`config.mk`:
```
export PLATFORM = sky130hd
export DESIGN_NAME = tile_sheet_address_generator
export DESIGN_NICKNAME = d
export VERILOG_FILES = /design/src/rtl/tsag_pkg.sv /design/src/rtl/tile_sheet_address_generator.sv
export SDC_FILE = /design/constraint.sdc
export NUM_CORES = 2
export LEC_CHECK = 0
export ABC_AREA = 1
export BUFFER_PORTS_ARGS = -buffer_cell sky130_fd_sc_hd__buf_2
export CORE_ASPECT_RATIO = 1.2
export CORE_MARGIN = 2
export CORE_UTILIZATION = 40
export CTS_CLUSTER_DIAMETER = 60
export DETAILED_ROUTE_END_ITERATION = 6
export GPL_ROUTABILITY_DRIVEN = 0
export PLACE_DENSITY_LB_ADDON = 0.15
export SLEW_MARGIN = 10
export SYNTH_ARGS = -nofsm -noshare
export SYNTH_HDL_FRONTEND = slang
export SYNTH_SLANG_ARGS = --single-unit
```
`constraint.sdc`:
```
create_clock -name i_clk -period 14.25 [get_ports i_clk]
set_clock_uncertainty 0.1 [all_clocks]
set_input_delay 2.85 -clock i_clk [delete_from_list [all_inputs] [get_ports i_clk]]
set_output_delay 2.85 -clock i_clk [all_outputs]
set_load 0.02 [all_outputs]
```
`src/rtl/tsag_pkg.sv`:
```
// Package for the tile sheet address generator: field widths, register
// indexes, reset values and clamp helpers. No dependencies.
`timescale 1ns / 1ps
`default_nettype none

package tsag_pkg;

    // Field widths
    localparam int ROW_W      = 8;
    localparam int COL_W      = 8;
    localparam int FRAME_W    = 12;
    localparam int SRC_X_W    = 12;
    localparam int SRC_Y_W    = 28;
    localparam int DEST_W     = 16;

    // Register widths
    localparam int SHEET_W    = 13;
    localparam int TILE_W     = 9;
    localparam int CFG_DATA_W = 13;
    localparam int CFG_IDX_W  = 2;

    // Offset (frame - 1) * tile width stays below 2^20
    localparam int OFFSET_W   = 20;

    // Register limits and reset values
    localparam logic [SHEET_W-1:0] SHEET_MAX   = 13'd4096;
    localparam logic [TILE_W-1:0]  TILE_MAX    = 9'd256;
    localparam logic [SHEET_W-1:0] SHEET_RESET = 13'd256;
    localparam logic [TILE_W-1:0]  TILE_RESET  = 9'd16;

    // Quotient bits resolved per divider stage
    localparam int TSAG_DIV_STEP = 4;

    typedef enum logic [CFG_IDX_W-1:0] {
        CFG_SHEET_WIDTH = 2'd0,
        CFG_TILE_WIDTH  = 2'd1,
        CFG_TILE_HEIGHT = 2'd2
    } t_cfg_index;

    // Divisor is held in 1..4096
    function automatic logic [SHEET_W-1:0] clamp_sheet(input logic [SHEET_W-1:0] v);
        logic [SHEET_W-1:0] r;
        if (v == '0) begin
            r = SHEET_W'(1);
        end else if (v > SHEET_MAX) begin
            r = SHEET_MAX;
        end else begin
            r = v;
        end
        return r;
    endfunction

    // Tile size is held in 0..256
    function automatic logic [TILE_W-1:0] clamp_tile(input logic [TILE_W-1:0] v);
        logic [TILE_W-1:0] r;
        if (v > TILE_MAX) begin
            r = TILE_MAX;
        end else begin
            r = v;
        end
        return r;
    endfunction

endpackage

`default_nettype wire

```
`src/rtl/tile_sheet_address_generator.sv`:
```
// Pipeline: entry register, DIV_STAGES divider stages of four quotient bits each by
// default, output register. Throughput: one request per cycle while the output is
// not stalled, set by the fully pipelined restoring divider; each stage holds its
// item until the next frees. Reset (synchronous, active low) empties every stage and
// loads the registers with sheet width 256, tile width 16 and tile height 16.
// Depends on tsag_pkg.
`timescale 1ns / 1ps
`default_nettype none

module tile_sheet_address_generator
    import tsag_pkg::*;
#(
    parameter int DIV_STEP = TSAG_DIV_STEP   // quotient bits per divider stage, 1..8
) (
    input  wire logic                  i_clk,
    input  wire logic                  i_rst_n,

    // configuration write port
    input  wire logic                  i_cfg_we,
    input  wire logic [CFG_IDX_W-1:0]  i_cfg_index,
    input  wire logic [CFG_DATA_W-1:0] i_cfg_data,

    // request channel
    input  wire logic                  i_valid,
    output logic                       o_stall,
    input  wire logic [ROW_W-1:0]      i_map_row,
    input  wire logic [COL_W-1:0]      i_map_col,
    input  wire logic [FRAME_W-1:0]    i_frame_id,

    // result channel
    output logic                       o_valid,
    input  wire logic                  i_stall,
    output logic                       o_draw_tile,
    output logic [SRC_X_W-1:0]         o_source_x,
    output logic [SRC_Y_W-1:0]         o_source_y,
    output logic [DEST_W-1:0]          o_dest_x,
    output logic [DEST_W-1:0]          o_dest_y
);

    // Divider geometry: the offset is zero-padded on top to a whole number of
    // stages, which leaves the quotient unchanged.
    localparam int DIV_STAGES = (OFFSET_W + DIV_STEP - 1) / DIV_STEP;
    localparam int PAD_W      = DIV_STAGES * DIV_STEP;
    localparam int REM_W      = SRC_X_W;   // remainder < divisor <= 4096

    typedef struct packed {
        logic               draw;
        logic [PAD_W-1:0]   num;    // dividend bits still to shift in, MSB first
        logic [REM_W-1:0]   rem;    // partial remainder
        logic [PAD_W-1:0]   quo;    // quotient bits so far
        logic [DEST_W-1:0]  dest_x;
        logic [DEST_W-1:0]  dest_y;
    } t_div_stage;

    // Resolve DIV_STEP quotient bits of one item: shift in a dividend bit,
    // compare against the divisor, subtract when it fits.
    function automatic t_div_stage div_step(input t_div_stage s,
                                            input logic [SHEET_W-1:0] d);
        t_div_stage         o;
        logic [REM_W:0]     ext;
        o = s;
        for (int j = 0; j < DIV_STEP; j++) begin
            ext   = {o.rem, o.num[PAD_W-1]};
            o.num = {o.num[PAD_W-2:0], 1'b0};
            if (ext >= (REM_W+1)'(d)) begin
                o.rem = REM_W'(ext - (REM_W+1)'(d));
                o.quo = {o.quo[PAD_W-2:0], 1'b1};
            end else begin
                o.rem = ext[REM_W-1:0];
                o.quo = {o.quo[PAD_W-2:0], 1'b0};
            end
        end
        return o;
    endfunction

    //--------------------------------------------------------------------
    // Configuration registers, stored already clamped so the datapath sees
    // a divisor in 1..4096 and tile sizes in 0..256. Writes to an index
    // past the list drop.
    //--------------------------------------------------------------------
    logic [SHEET_W-1:0] r_div;
    logic [TILE_W-1:0]  r_tw;
    logic [TILE_W-1:0]  r_th;

    always_ff @(posedge i_clk) begin
        if (!i_rst_n) begin
            r_div <= SHEET_RESET;
            r_tw  <= TILE_RESET;
            r_th  <= TILE_RESET;
        end else if (i_cfg_we) begin
            unique case (t_cfg_index'(i_cfg_index))
                CFG_SHEET_WIDTH: r_div <= clamp_sheet(i_cfg_data);
                CFG_TILE_WIDTH:  r_tw  <= clamp_tile(i_cfg_data[TILE_W-1:0]);
                CFG_TILE_HEIGHT: r_th  <= clamp_tile(i_cfg_data[TILE_W-1:0]);
                default: ;
            endcase
        end
    end

    //--------------------------------------------------------------------
    // Flow control. Stage 0 is the entry register, stages 1..DIV_STAGES are
    // the divider, then the output register. A stage advances when it is
    // empty or the stage after it advances, so bubbles collapse and the
    // pipe takes requests while a result waits at the output until it fills.
    //--------------------------------------------------------------------
    logic [DIV_STAGES:0] r_vld;
    t_div_stage          r_pipe [DIV_STAGES+1];
    logic [DIV_STAGES:0] stage_en;
    logic                out_en;
    logic                r_out_vld;

    assign out_en = !r_out_vld || !i_stall;

    always_comb begin
        stage_en[DIV_STAGES] = !r_vld[DIV_STAGES] || out_en;
        for (int k = DIV_STAGES - 1; k >= 0; k--) begin
            stage_en[k] = !r_vld[k] || stage_en[k+1];
        end
    end

    assign o_stall = !stage_en[0];

    //--------------------------------------------------------------------
    // Stage 0: form the linear offset and both destination products.
    // For an empty cell the products are junk; the output masks them.
    //--------------------------------------------------------------------
    logic [FRAME_W-1:0]          frame_m1;
    logic [FRAME_W+TILE_W-1:0]   offset_full;
    logic [COL_W+TILE_W-1:0]     dx_full;
    logic [ROW_W+TILE_W-1:0]     dy_full;
    t_div_stage                  n_entry;

    always_comb begin
        frame_m1    = i_frame_id - FRAME_W'(1);
        offset_full = (FRAME_W+TILE_W)'(frame_m1) * (FRAME_W+TILE_W)'(r_tw);
        dx_full     = (COL_W+TILE_W)'(i_map_col) * (COL_W+TILE_W)'(r_tw);
        dy_full     = (ROW_W+TILE_W)'(i_map_row) * (ROW_W+TILE_W)'(r_th);

        n_entry        = '0;
        n_entry.draw   = (i_frame_id != '0);
        n_entry.num    = PAD_W'(offset_full[OFFSET_W-1:0]);
        n_entry.dest_x = dx_full[DEST_W-1:0];
        n_entry.dest_y = dy_full[DEST_W-1:0];
    end

    always_ff @(posedge i_clk) begin
        if (!i_rst_n) begin
            r_vld[0] <= 1'b0;
        end else if (stage_en[0]) begin
            r_vld[0] <= i_valid;
        end
    end

    always_ff @(posedge i_clk) begin
        if (stage_en[0] && i_valid) begin
            r_pipe[0] <= n_entry;
        end
    end

    //--------------------------------------------------------------------
    // Divider stages: each resolves DIV_STEP quotient bits, MSB first.
    //--------------------------------------------------------------------
    for (genvar g = 1; g <= DIV_STAGES; g++) begin : g_div
        t_div_stage n_stage;

        assign n_stage = div_step(r_pipe[g-1], r_div);

        always_ff @(posedge i_clk) begin
            if (!i_rst_n) begin
                r_vld[g] <= 1'b0;
            end else if (stage_en[g]) begin
                r_vld[g] <= r_vld[g-1];
            end
        end

        always_ff @(posedge i_clk) begin
            if (stage_en[g] && r_vld[g-1]) begin
                r_pipe[g] <= n_stage;
            end
        end
    end

    //--------------------------------------------------------------------
    // Output stage: scale the quotient by the tile height, zero every field
    // of an empty cell, and hold the result until the consumer takes it.
    //--------------------------------------------------------------------
    t_div_stage                 last;
    logic [OFFSET_W+TILE_W-1:0] sy_full;

    assign last    = r_pipe[DIV_STAGES];
    assign sy_full = (OFFSET_W+TILE_W)'(last.quo[OFFSET_W-1:0]) * (OFFSET_W+TILE_W)'(r_th);

    logic               r_draw;
    logic [SRC_X_W-1:0] r_sx;
    logic [SRC_Y_W-1:0] r_sy;
    logic [DEST_W-1:0]  r_dx;
    logic [DEST_W-1:0]  r_dy;

    always_ff @(posedge i_clk) begin
        if (!i_rst_n) begin
            r_out_vld <= 1'b0;
        end else if (out_en) begin
            r_out_vld <= r_vld[DIV_STAGES];
        end
    end

    always_ff @(posedge i_clk) begin
        if (out_en && r_vld[DIV_STAGES]) begin
            r_draw <= last.draw;
            r_sx   <= last.draw ? last.rem : '0;
            r_sy   <= last.draw ? sy_full[SRC_Y_W-1:0] : '0;
            r_dx   <= last.draw ? last.dest_x : '0;
            r_dy   <= last.draw ? last.dest_y : '0;
        end
    end

    assign o_valid     = r_out_vld;
    assign o_draw_tile = r_draw;
    assign o_source_x  = r_sx;
    assign o_source_y  = r_sy;
    assign o_dest_x    = r_dx;
    assign o_dest_y    = r_dy;

endmodule

`default_nettype wire

```
==> results.toml <==
[routing]
drt_wl_total_um = 116000
avgViaCountPerCell = 4.96
drt_first_pass_iters = 5
vias = 34830
detail_route.wl_per_cell_um = 16.5
detailedRoute.firstIterationViolations = 2048
final_antenna_net_count = 0
drcViolationCount = 0

[timing]
slew-limit-headroom_pct = 32.0
final-hold-violation-count = 0
final.min_clock_period_ns = 9.09
fin_tns_setup_ns = 0
report.final.setup_viol = 0
rsz0062_at_grt = "no"
slew_violations = 0
maxClockFrequency_ghz = 0.110
finalWorstSetupSlack_ns = 5.16
worstMarginPinSlew_ns = 1.02
fin_crit_sh_pct = 63.8

[worst_setup_path]
cell_mode_on_critical_path = "nand2_1"
setup.worst_path.start_class = "flip-flop"
crit_type = "flip-flop to flip-flop"
endpoint_kind = "flip-flop"
critical_path.max_stage_delay_ns = 0.54
path_max_fanout = 17
arrival_ns = 9.35
worst_path_max_delay_cell = "a21oi_2"
worst_path_required_time_ns = 14.52

[clock_network]
postCtsResizedCells = 0
insertion_delay_ns = 0.67
ctsRootBufferMaster = "clkbuf_16"
clkTransAtPathRegs_ns = 0.06
cts_hold_repair_buffers = 0
cts_tree = "done"
inserted_clock_buffers = 60
cts_setup_buffers = 0
cts-root-to-sink-buffers = 3
cts_sinks = 489
clock_tree.htree_level_count = 2

[synth]
syn-mean-instance-area_sq_um = 8.31
yosysMostFrequentCell = "nand2_1"
synthDistinctLibCells = 59
synth_nets = 6132
yosys.area.top_type = "edfxtp_1"
synth-edff-count = 451
yosys_register_bits = 489
seq_area_frac_synth_pct = 32.0
synth_top_cells_by_count = "nand2_1, inv_1, edfxtp_1, ha_1, fa_1"
postSynthCellCount = 5380
ys_async_rst_share_pct = 0
yosys_most_used_dff = "edfxtp_1"
area_of_the_mapped_netlist_sq_um = 44700
ys_top_cells_by_area = "edfxtp_1, fa_1, nand2_1, ha_1, inv_1"
synth_largest_type_area_fraction_pct = 30.3
yosys_warnings = 0

[grt]
overflow = 0
antenna_found_initial = 2
grt_max_degree = 69
global_route_wire_length_before_repair_um = 185000
grt_util_all_layers_pct = 20.5
grt_pass1_vias = 34137

[cells_and_area]
insertedDiodeCount = 0
flow.area_growth_from_synthesis_pct = 9.13
drive_gt1_share_pct = 7.58
postLayoutCoreUtil_pct = 43.9
nNetsFinal = 6229

[place]
pre_cts_slack_ns = 5.22
detailed_place_hpwl_um = 90800
buffer_ports.inserted = 122

[hold_path]
worstHoldPathType = "flip-flop to flip-flop"

[floorplan]
die_w_um = 309
fp-row-count = 134
die_height_um = 370
num_io_pins = 123
floorplan.initialDensity_pct = 40.3
core_area_sq_um = 111000
die_footprint_sq_um = 114000

[status]
run_status = "finished clean"

[job]
max_cap_viol_count = 0
worst max-delay path: cells and delay by family (launching register included):
family | cells | cell delay (ns)
simple gates | 26 | 3.63
buf+inv | 7 | 2.07
flops | 1 | 0.32
compound gates | 5 | 1.34
fa+ha+maj | 4 | 1.30
cells in the final DEF (no fill, tap or decap), drive strengths merged, types with 71 or more instances in the layout:
cell type / synthesis / layout
edfxtp: 451 / 451
nand3: 331 / 331
ha: 407 / 407
fa: 297 / 297
and2: 71 / 71
o21ai: 139 / 139
nand4: 93 / 93
inv: 957 / 971
a21oi: 269 / 269
buf: 46 / 158
nor2: 286 / 286
nand2: 1516 / 1516
xor2: 103 / 103
xnor2: 83 / 83
worst paths after layout:
path,startpoint,to,slack (ns),depth (start not counted)
setup / recovery,r_div[10],r_pipe[5][61],5.16,42
hold / removal,r_pipe[4][38],r_pipe[5][42],0.27,0
setup reg to reg,r_div[10],r_pipe[5][61],5.16,42
hold reg to reg,r_pipe[4][38],r_pipe[5][42],0.27,0
final cells by class:
type | instances | area [sq um]
well taps | 1496 | 1870
inverters | 961 | 3610
clock buffers | 70 | 1550
fillers | 11275 | 62200
multi-input cells | 3807 | 26200
repair buffers | 158 | 881
clock inverters | 40 | 334
flip-flops and latches | 489 | 14300
per-stage QoR:
| step | area [sq um] | hold slack [ns] | std cells |
|---|---|---|---|
| final | 48800 | 0.267 | 7021 |
| after floorplan | 44700 | 0.300 | 5380 |
| after detailed placement | 46900 | 0.305 | 6911 |
| after global routing | 48800 | 0.273 | 7021 |
| after global placement | 46900 | 0.300 | 6911 |
| after CTS | 48800 | 0.262 | 7021 |
per-layer routing:
metal	vias up	share of wire, %	track usage (%)
li1	17471	-	-
met1	16481	45	27.1
met2	715	48	35.1
met4	4	2.5	5.43
met3	159	4.5	2.77
met5	-	0.019	0
logic make-up (layout without fill, tap and decap cells):
kind of cell    count (synthesis)  count (layout)  share of synthesized area [%]
compound gates                519             519                           6.57
flops                         489             489                           32.0
simple gates                 2396            2396                           23.6
fa+ha+maj                     704             704                           24.7
mux                             2               2                         0.0448
buf+inv                      1084            1229                           9.40
xor+xnor                      186             186                           3.65
sequential cells by signal (all words and copies together), names as in the netlist:
signal and flops:
o_dest_y 16, o_valid 1, o_draw_tile 1, r_th 9, o_dest_x 16, o_source_y 28
r_vld 6, r_pipe 378, o_source_x 12, r_tw 9, r_div 13
Power is left out: the tool's default activity adds up to more than one toggle a clock period on the data nets, which glitch-free logic cannot reach.
